## src/sv/mlce_pkg.sv

```systemverilog
// Shared types and constants for the belt motor link command engine.
// Depends on nothing; the top level refers to it by scoped names.
package mlce_pkg;

  // Sequencer phases. The encoding follows the order of the drive sequence.
  typedef enum logic [3:0] {
    PH_IDLE_START = 4'd0,
    PH_IDLE_WAIT  = 4'd1,
    PH_SEND_BACK  = 4'd2,
    PH_WAIT_BACK  = 4'd3,
    PH_SEND_STOP  = 4'd4,
    PH_WAIT_STOP  = 4'd5,
    PH_SEND_POLL  = 4'd6,
    PH_WAIT_POLL  = 4'd7,
    PH_SEND_FWD   = 4'd8,
    PH_WAIT_FWD   = 4'd9,
    PH_SEND_SPEED = 4'd10,
    PH_WAIT_SPEED = 4'd11
  } phase_t;

  // Request codes carried in the cmd field.
  localparam logic [2:0] CMD_NONE  = 3'd0;
  localparam logic [2:0] CMD_BACK  = 3'd1;
  localparam logic [2:0] CMD_FWD   = 3'd2;
  localparam logic [2:0] CMD_STOP  = 3'd3;
  localparam logic [2:0] CMD_SPEED = 3'd4;

  // Configuration register indexes.
  localparam logic [1:0] REG_SPEED_SETTING = 2'd0;
  localparam logic [1:0] REG_POLL_INTERVAL = 2'd1;
  localparam logic [1:0] REG_REPLY_WAIT    = 2'd2;
  localparam logic [1:0] REG_RETRY_LIMIT   = 2'd3;

  // Frame bytes and reply codes.
  localparam logic [7:0]  DRIVE_HEADER = 8'h85;
  localparam logic [7:0]  REPLY_HEADER = 8'h99;
  localparam logic [7:0]  DIR_BACK     = 8'h01;
  localparam logic [7:0]  DIR_FWD      = 8'h41;
  localparam logic [7:0]  SPEED_MAX    = 8'd127;
  localparam logic [7:0]  STATUS_OK    = 8'h00;
  localparam logic [7:0]  STATUS_IDLE  = 8'h10;
  localparam logic [7:0]  ERR_NONE     = 8'h00;
  localparam logic [7:0]  ERR_OVERCUR  = 8'h01;
  localparam logic [7:0]  ERR_HALL     = 8'h05;
  localparam logic [7:0]  ERR_OTHER    = 8'h80;
  localparam logic [7:0]  ERR_NO_REPLY = 8'hFF;
  localparam logic [63:0] RUN_FRAME    = 64'h0001_0000_0000_018A;

  // Reset values of the registers and the frame state.
  localparam logic [15:0] POLL_INTERVAL_RST = 16'd1000;
  localparam logic [15:0] REPLY_WAIT_RST    = 16'd50;
  localparam logic [3:0]  RETRY_LIMIT_RST   = 4'd2;
  localparam logic [7:0]  DIRECTION_RST     = 8'h01;
  localparam logic [7:0]  SPEED_RST         = 8'h53;

  // Reciprocal of ten for a 16-bit dividend: (x * 0xCCCD) >> 19 is x / 10.
  localparam logic [15:0] DIV10_MUL   = 16'hCCCD;
  localparam int          DIV10_SHIFT = 19;

endpackage

```

## src/sv/motor_link_command_engine.sv

```systemverilog
// Top level of the belt motor link command engine: sequencer, frame builder
// and reply checker. Depends on mlce_pkg for phases, codes and constants.
//
// One transaction on the input stream is one system tick and yields exactly one
// result transaction. The whole state step (command override, wait counting with
// two 16-bit compares, reply XOR check, status mapping and frame assembly) runs
// in one pass from the accepted input into the output register, so a new tick is
// taken in every cycle while the output side keeps up. The result register holds
// one tick; when it is full and not being taken, the input is stalled. The speed
// byte comes from one 16x16 reciprocal multiply by one tenth on the speed
// setting register.
module motor_link_command_engine (
  input  logic        clk,
  input  logic        rst_n,
  // Configuration write port
  input  logic        cfg_we,
  input  logic [1:0]  cfg_index,
  input  logic [15:0] cfg_wdata,
  // Input stream, one transaction per tick
  input  logic        in_tvalid,
  output logic        in_tready,
  // in_tdata: cmd[2:0], rx_count[10:3], rx_byte0[18:11], rx_byte1[26:19],
  //           rx_byte2[34:27], rx_byte3[42:35], zero fill [47:43]
  input  logic [47:0] in_tdata,
  // Result stream
  output logic        out_tvalid,
  input  logic        out_tready,
  // out_tdata: tx_valid[0], tx_frame[64:1], rx_clear[65], link_error[73:66],
  //            zero fill [79:74]
  output logic [79:0] out_tdata
);

  // Configuration registers
  logic [15:0] speed_setting_r;
  logic [15:0] poll_interval_r;
  logic [15:0] reply_wait_r;
  logic [3:0]  retry_limit_r;

  // Sequencer state
  mlce_pkg::phase_t phase_r, phase_nxt;
  logic [15:0] wait_count_r, wait_count_nxt;
  logic [3:0]  retry_count_r, retry_count_nxt;
  logic [7:0]  direction_r, direction_nxt;
  logic [7:0]  fspeed_r, fspeed_nxt;
  logic [7:0]  error_code_r, error_code_nxt;

  // Result register
  logic        out_valid_r;
  logic [79:0] out_data_r;
  logic [79:0] out_data_nxt;

  // Unpacked input fields
  logic [2:0]  cmd;
  logic [7:0]  rx_count;
  logic [7:0]  rx_byte0, rx_byte1, rx_byte2, rx_byte3;

  // Datapath helpers
  logic        in_fire;
  logic [31:0] div_prod;
  logic [12:0] speed_div;
  logic [7:0]  speed_byte;
  logic        reply_valid;
  logic        status_ok;
  logic [7:0]  status_err;
  logic        done_poll;
  logic        done_reply;
  logic        tx_valid;
  logic [63:0] tx_frame;
  logic        rx_clear;
  mlce_pkg::phase_t phase_cur;

  assign cmd      = in_tdata[2:0];
  assign rx_count = in_tdata[10:3];
  assign rx_byte0 = in_tdata[18:11];
  assign rx_byte1 = in_tdata[26:19];
  assign rx_byte2 = in_tdata[34:27];
  assign rx_byte3 = in_tdata[42:35];

  // Handshake: the result register frees itself when it is taken.
  assign in_tready  = !out_valid_r || out_tready;
  assign in_fire    = in_tvalid && in_tready;
  assign out_tvalid = out_valid_r;
  assign out_tdata  = out_data_r;

  // Speed byte: setting divided by ten, saturated at the frame maximum.
  assign div_prod   = speed_setting_r * mlce_pkg::DIV10_MUL;
  assign speed_div  = div_prod[31:mlce_pkg::DIV10_SHIFT];
  assign speed_byte = (speed_div > 13'(mlce_pkg::SPEED_MAX)) ? mlce_pkg::SPEED_MAX
                                                             : speed_div[7:0];

  // Reply check and status mapping.
  assign reply_valid = (rx_byte0 == mlce_pkg::REPLY_HEADER) &&
                       (rx_byte3 == (rx_byte1 ^ rx_byte2));
  assign status_ok   = (rx_byte2 == mlce_pkg::STATUS_OK) ||
                       (rx_byte2 == mlce_pkg::STATUS_IDLE);

  always_comb begin
    if (rx_byte2[0]) begin
      status_err = mlce_pkg::ERR_OVERCUR;
    end else if (rx_byte2[1]) begin
      status_err = mlce_pkg::ERR_HALL;
    end else begin
      status_err = mlce_pkg::ERR_OTHER | rx_byte2;
    end
  end

  // Wait phases end once the count has reached the limit.
  assign done_poll  = (wait_count_r >= poll_interval_r);
  assign done_reply = (wait_count_r >= reply_wait_r);

  // Sequencer step for one tick.
  always_comb begin
    phase_cur       = phase_r;
    retry_count_nxt = retry_count_r;
    wait_count_nxt  = wait_count_r;
    direction_nxt   = direction_r;
    fspeed_nxt      = fspeed_r;
    error_code_nxt  = error_code_r;
    tx_valid        = 1'b0;
    tx_frame        = '0;
    rx_clear        = 1'b0;

    // A request overrides whatever the sequence is doing.
    unique case (cmd)
      mlce_pkg::CMD_BACK: begin
        phase_cur       = mlce_pkg::PH_SEND_BACK;
        retry_count_nxt = '0;
      end
      mlce_pkg::CMD_FWD: begin
        phase_cur       = mlce_pkg::PH_SEND_FWD;
        retry_count_nxt = '0;
      end
      mlce_pkg::CMD_STOP: begin
        phase_cur       = mlce_pkg::PH_SEND_STOP;
        retry_count_nxt = '0;
      end
      mlce_pkg::CMD_SPEED: begin
        phase_cur       = mlce_pkg::PH_SEND_SPEED;
        retry_count_nxt = '0;
      end
      default: begin
      end
    endcase

    phase_nxt = phase_cur;

    unique case (phase_cur)
      mlce_pkg::PH_IDLE_START: begin
        wait_count_nxt = '0;
        phase_nxt      = mlce_pkg::PH_IDLE_WAIT;
      end

      mlce_pkg::PH_IDLE_WAIT: begin
        if (done_poll) begin
          phase_nxt = mlce_pkg::PH_SEND_POLL;
        end else begin
          wait_count_nxt = wait_count_r + 16'd1;
        end
      end

      mlce_pkg::PH_SEND_BACK, mlce_pkg::PH_SEND_FWD, mlce_pkg::PH_SEND_STOP,
      mlce_pkg::PH_SEND_SPEED, mlce_pkg::PH_SEND_POLL: begin
        unique case (phase_cur)
          mlce_pkg::PH_SEND_BACK: begin
            direction_nxt = mlce_pkg::DIR_BACK;
            fspeed_nxt    = speed_byte;
            phase_nxt     = mlce_pkg::PH_WAIT_BACK;
          end
          mlce_pkg::PH_SEND_FWD: begin
            direction_nxt = mlce_pkg::DIR_FWD;
            fspeed_nxt    = speed_byte;
            phase_nxt     = mlce_pkg::PH_WAIT_FWD;
          end
          mlce_pkg::PH_SEND_STOP: begin
            fspeed_nxt = '0;
            phase_nxt  = mlce_pkg::PH_WAIT_STOP;
          end
          mlce_pkg::PH_SEND_SPEED: begin
            fspeed_nxt = speed_byte;
            phase_nxt  = mlce_pkg::PH_WAIT_SPEED;
          end
          default: begin
            phase_nxt = mlce_pkg::PH_WAIT_POLL;
          end
        endcase
        tx_frame       = {direction_nxt ^ fspeed_nxt, 32'h0, fspeed_nxt, direction_nxt,
                          mlce_pkg::DRIVE_HEADER};
        tx_valid       = 1'b1;
        rx_clear       = 1'b1;
        wait_count_nxt = '0;
      end

      mlce_pkg::PH_WAIT_POLL: begin
        if (done_reply) begin
          if (rx_count >= 8'd4) begin
            if (reply_valid) begin
              error_code_nxt = status_ok ? mlce_pkg::ERR_NONE : status_err;
            end
          end else begin
            error_code_nxt = mlce_pkg::ERR_NO_REPLY;
          end
          phase_nxt = mlce_pkg::PH_IDLE_START;
        end else begin
          wait_count_nxt = wait_count_r + 16'd1;
        end
      end

      mlce_pkg::PH_WAIT_BACK, mlce_pkg::PH_WAIT_FWD, mlce_pkg::PH_WAIT_STOP,
      mlce_pkg::PH_WAIT_SPEED: begin
        if (done_reply) begin
          if (rx_count == 8'd4) begin
            // A proper reply: map a fault, or start the run on a good status unless it was a speed command.
            if (reply_valid) begin
              if (!status_ok) begin
                error_code_nxt = status_err;
              end else if (phase_cur != mlce_pkg::PH_WAIT_SPEED) begin
                tx_valid = 1'b1;
                tx_frame = mlce_pkg::RUN_FRAME;
              end
            end
            phase_nxt = mlce_pkg::PH_IDLE_START;
          end else if (retry_count_r < retry_limit_r) begin
            // No proper reply: send the same command again next tick.
            retry_count_nxt = retry_count_r + 4'd1;
            unique case (phase_cur)
              mlce_pkg::PH_WAIT_BACK: phase_nxt = mlce_pkg::PH_SEND_BACK;
              mlce_pkg::PH_WAIT_FWD:  phase_nxt = mlce_pkg::PH_SEND_FWD;
              mlce_pkg::PH_WAIT_STOP: phase_nxt = mlce_pkg::PH_SEND_STOP;
              default:                phase_nxt = mlce_pkg::PH_SEND_SPEED;
            endcase
          end else begin
            // Retries used up: fall back to the run frame, except after a speed command.
            phase_nxt = mlce_pkg::PH_IDLE_START;
            if (phase_cur != mlce_pkg::PH_WAIT_SPEED) begin
              tx_valid = 1'b1;
              tx_frame = mlce_pkg::RUN_FRAME;
            end
          end
        end else begin
          wait_count_nxt = wait_count_r + 16'd1;
        end
      end

      default: begin
        phase_nxt = mlce_pkg::PH_IDLE_START;
      end
    endcase

    out_data_nxt = {6'b0, error_code_nxt, rx_clear, tx_frame, tx_valid};
  end

  // Configuration registers.
  always_ff @(posedge clk) begin
    if (!rst_n) begin
      speed_setting_r <= '0;
      poll_interval_r <= mlce_pkg::POLL_INTERVAL_RST;
      reply_wait_r    <= mlce_pkg::REPLY_WAIT_RST;
      retry_limit_r   <= mlce_pkg::RETRY_LIMIT_RST;
    end else if (cfg_we) begin
      unique case (cfg_index)
        mlce_pkg::REG_SPEED_SETTING: speed_setting_r <= cfg_wdata;
        mlce_pkg::REG_POLL_INTERVAL: poll_interval_r <= cfg_wdata;
        mlce_pkg::REG_REPLY_WAIT:    reply_wait_r    <= cfg_wdata;
        mlce_pkg::REG_RETRY_LIMIT:   retry_limit_r   <= cfg_wdata[3:0];
        default: begin
        end
      endcase
    end
  end

  // Sequencer state advances once per accepted transaction.
  always_ff @(posedge clk) begin
    if (!rst_n) begin
      phase_r       <= mlce_pkg::PH_IDLE_START;
      wait_count_r  <= '0;
      retry_count_r <= '0;
      direction_r   <= mlce_pkg::DIRECTION_RST;
      fspeed_r      <= mlce_pkg::SPEED_RST;
      error_code_r  <= mlce_pkg::ERR_NONE;
    end else if (in_fire) begin
      phase_r       <= phase_nxt;
      wait_count_r  <= wait_count_nxt;
      retry_count_r <= retry_count_nxt;
      direction_r   <= direction_nxt;
      fspeed_r      <= fspeed_nxt;
      error_code_r  <= error_code_nxt;
    end
  end

  // Result register.
  always_ff @(posedge clk) begin
    if (!rst_n) begin
      out_valid_r <= 1'b0;
    end else if (in_fire) begin
      out_valid_r <= 1'b1;
    end else if (out_tready) begin
      out_valid_r <= 1'b0;
    end
  end

  always_ff @(posedge clk) begin
    if (in_fire) begin
      out_data_r <= out_data_nxt;
    end
  end

endmodule

```

## config.mk

```make
export PLATFORM = sky130hd
export DESIGN_NAME = motor_link_command_engine
export DESIGN_NICKNAME = d
export VERILOG_FILES = /design/src/sv/mlce_pkg.sv /design/src/sv/motor_link_command_engine.sv
export SDC_FILE = /design/constraint.sdc
export NUM_CORES = 1
export LEC_CHECK = 0
export BUFFER_PORTS_ARGS = -buffer_cell sky130_fd_sc_hd__buf_2
export CORE_UTILIZATION = 60
export DETAILED_ROUTE_END_ITERATION = 10
export PLACE_DENSITY = 0.79
export SETUP_SLACK_MARGIN = 0.2
export SYNTH_ARGS = -nofsm -noshare
export SYNTH_HDL_FRONTEND = slang
export SYNTH_SLANG_ARGS = --single-unit
```

## constraint.sdc

```tcl
create_clock -name clk -period 16.2 [get_ports clk]
set_clock_uncertainty 0.05 [all_clocks]
set_input_delay 0.81 -clock clk [delete_from_list [all_inputs] [get_ports clk]]
set_output_delay 0.81 -clock clk [all_outputs]
set_load 0.01 [all_outputs]
```

==> run_results.csv <==
group,metric,value,unit
clock_tree,clock-root-buffer,"clkbuf_16",
final_layout,drive_above_1_share,0.1179,
grt,grt_pass1_vias,9406,
clock_tree,numCtsBuffers,17,
timing,drv_slew,0,
grt,gr-total-overflow,0,
clock_tree,ctsHoldBuffers,0,
final_layout,num-fill-cells,1573,
setup_path,path_cells,"ha_1, xor2_1, ha_1, fa_1, inv_1, fa_1, inv_1, fa_1, inv_1, fa_1, inv_1, ha_1, nand2_2, nor4_1, o211ai_1, and3_4, a211oi_2, o2111ai_2, nor3_4, a211oi_1, or3b_1",
synth,synth_edf_count,35,
grt,grt_max_degree,60,
synth,synth_area_per_cell,8.832,um^2
floorplan,core.rowCount,51,
final_layout,antennaDiodeCount,0,
run_status,status,"completed",
setup_path,critPathSlowestCell,"dfxtp_1",
place,post-dp-hpwl,22230,um
floorplan,ioPinCount,153,
grt,grt_pass1_wl,45840,um
setup_path,worstSetupPathType,"register to register",
timing,period_share,0.4235,
setup_path,worst_ep_required_time,16.31,ns
floorplan,initial_core_util,0.6208,
drt,via_count,9842,
floorplan,die_y,144.8,um
job,drv_cap,0,
drt,drt-vias-per-instance,5.627,
place,dpl.cell_count,1717,
clock_tree,cts_tree,"yes",
timing,finalSetupViolations,0,
synth,ys_ff_latch,136,
synth,ys_types,82,
synth,synthCells,1386,
clock_tree,post_cts_buffers,0,
grt,track_usage,0.2846,
final_layout,nets,1788,
timing,fin_ws,9.340,ns
place,place.gp.congestion,0.9046,
timing,rsz0062_at_grt,"no",
timing,finalSetupTns,0,ns
min_path,min_path_type,"register to register",
final_layout,multi_input_area,0.007935,mm^2
power_and_ir_drop,p_leak,6.694,nW
timing,slew_headroom,0.2752,
drt,wl,28480,um
final_layout,fin_cells,1749,
drt,drt_first_pass_iters,5,
drt,drc_errors,0,
floorplan,core-area,0.01972,mm^2
clock_tree,htree_levels,4,
grt,antenna_found_initial,0,
clock_tree,cts_sinks,136,
synth,yosys_warnings,0,
clock_tree,cts_resized,0,
place,portBuffers,107,
place,pre_cts_slack,9.422,ns
clock_tree,clkTransAtPathRegs,0.06,ns
setup_path,path_delay_family,"adder cells",
power_and_ir_drop,power_density,74.66,mW/mm^2
synth,ys_async_sr_fraction,0,
timing,min_period,6.860,ns
synth,netlist_area,0.01224,mm^2
clock_tree,cts_max_path_buffers,2,
setup_path,crit_path_end_kind,"register",
synth,ys.flop_type,"dfxtp_1",
final_layout,seq_area,0.003073,mm^2
setup_path,critPathMaxFanout,12,
floorplan,dieArea,0.02098,mm^2
setup_path,critPathBufInv,4,
synth,seq_area_frac_synth,0.2510,
drt,drt_iter0_drc,670,
floorplan,die_w,144.8,um
timing,worst_pin_slew,1.086,ns
drt,ant_nets,0,
power_and_ir_drop,ir_drop,0.00007779,V
timing,hold_viol_final,0,
final_layout,syn_to_final_growth,8.770,%
clock_tree,insertion_delay,0.43,ns
setup_path,slowest_delay,0.53,ns
power_and_ir_drop,power,0.0009940,W
setup_path,cp.arrival,6.97,ns
drt,avgRoutedWirePerCell,16.28,um
timing,holdWs,0.4040,ns
setup_path,start_kind,"register",
timing,clock.fmax,145.8,MHz
area by class of cell:
cell class,count,area share
inverter,230,0.06484
sequential,136,0.2308
clock inverter,10,0.005545
timing repair buffer,112,0.04304
clock buffer,22,0.03487
multi-input combinational,974,0.5960
tap,265,0.02490
power breakdown:
| part | internal, W | switching, W | leakage (nW) |
|---|---|---|---|
| registers | 0.000370 | 0.0000103 | 1.17 |
| logic | 0.0000948 | 0.000166 | 5.28 |
| clock network | 0.000204 | 0.000149 | 0.249 |
| total | 0.000669 | 0.000325 | 6.69 |
worst paths after layout:
| check | cells past startpoint | slack, ns | end | from |
|---|---|---|---|---|
| max reg2reg | 21 | 9.34 | out_tdata[57] | speed_setting_r[5] |
| min | 2 | 0.40 | reply_wait_r[8] | reply_wait_r[8] |
| min reg2reg | 2 | 0.40 | reply_wait_r[8] | reply_wait_r[8] |
| max | 21 | 9.34 | out_tdata[57] | speed_setting_r[5] |
cells by family after synthesis:
logic type	Yosys count	synth area share
xor+xnor	41	0.02934
compound gates	261	0.1446
simple gates	370	0.1489
mux	16	0.01319
buf+inv	315	0.1126
fa+ha+maj	246	0.2999
other cells	1	0.0003064
flops	136	0.2510
synth_stat cells, types with 4 or more instances:
cell	n	share of area
buf_4	47	0.029
a221o_1	4	0.0033
or3_1	12	0.0061
xnor2_1	21	0.015
edfxtp_1	35	0.086
o2bb2ai_1	4	0.0029
a211oi_1	5	0.0031
xor2_1	20	0.014
mux2i_1	15	0.012
o21a_1	5	0.0031
ha_1	167	0.17
nor2b_1	4	0.0020
and4_1	4	0.0029
o21ai_0	37	0.015
o211ai_1	11	0.0067
dfxtp_1	101	0.17
nand3_1	32	0.013
a22oi_1	6	0.0037
nor4_1	9	0.0046
clkbuf_1	24	0.0074
nand2b_1	15	0.0077
nor3_1	18	0.0074
a211o_1	4	0.0029
and2_1	17	0.0087
fa_1	79	0.13
buf_2	9	0.0037
or4_1	4	0.0025
o21ai_1	8	0.0033
o31ai_1	9	0.0055
inv_1	229	0.070
nor2_1	40	0.012
or2_2	6	0.0031
nand2_1	162	0.050
nand4_1	16	0.0082
a21o_1	23	0.014
a21oi_1	100	0.041
a31oi_1	8	0.0041
and3_1	12	0.0061
stage by stage:
step	utilization	area [um^2]
after CTS	0.6752	13310
after global placement	0.6479	12780
after floorplan	-	12390
after global routing	0.6752	13310
after detailed placement	0.6479	12780
final	0.6752	13310
tightest hold or removal path, cell delays in order (launching register included):
cell,delay (ns)
dfxtp_1,0.31
nand2_1,0.05
a21oi_1,0.05
sequential cells by signal, summed over array words and instances, names as in the netlist:
name,count
fspeed_r,8
retry_count_r,4
reply_wait_r,16
phase_r,4
out_tvalid,1
out_tdata,35
error_code_r,8
speed_setting_r,16
poll_interval_r,16
wait_count_r,16
retry_limit_r,4
direction_r,8
layout by cell type (no fill, tap or decap), drive strengths merged, types with 8 or more instances in the layout:
cell type / count
nor4: 11
fa: 79
a211oi: 8
o21ai: 45
dfxtp: 101
a21oi: 101
nand2b: 15
edfxtp: 35
and3: 13
ha: 167
nand3: 32
inv: 232
buf: 112
a31oi: 8
mux2i: 15
clkbuf: 22
nand2: 164
nor3: 20
xnor2: 21
nand4: 16
o211ai: 11
xor2: 20
a21o: 23
conb: 40
and2: 17
nor2: 41
or3: 12
o31ai: 9
routing by layer:
metal | GRT usage | wire length, um
met5 | 0 | 0
met2 | 0.4800 | 14070
met4 | 0.1230 | 967
met1 | 0.3591 | 11820
met3 | 0.04738 | 1629
Power figures use the tool's default switching activity.
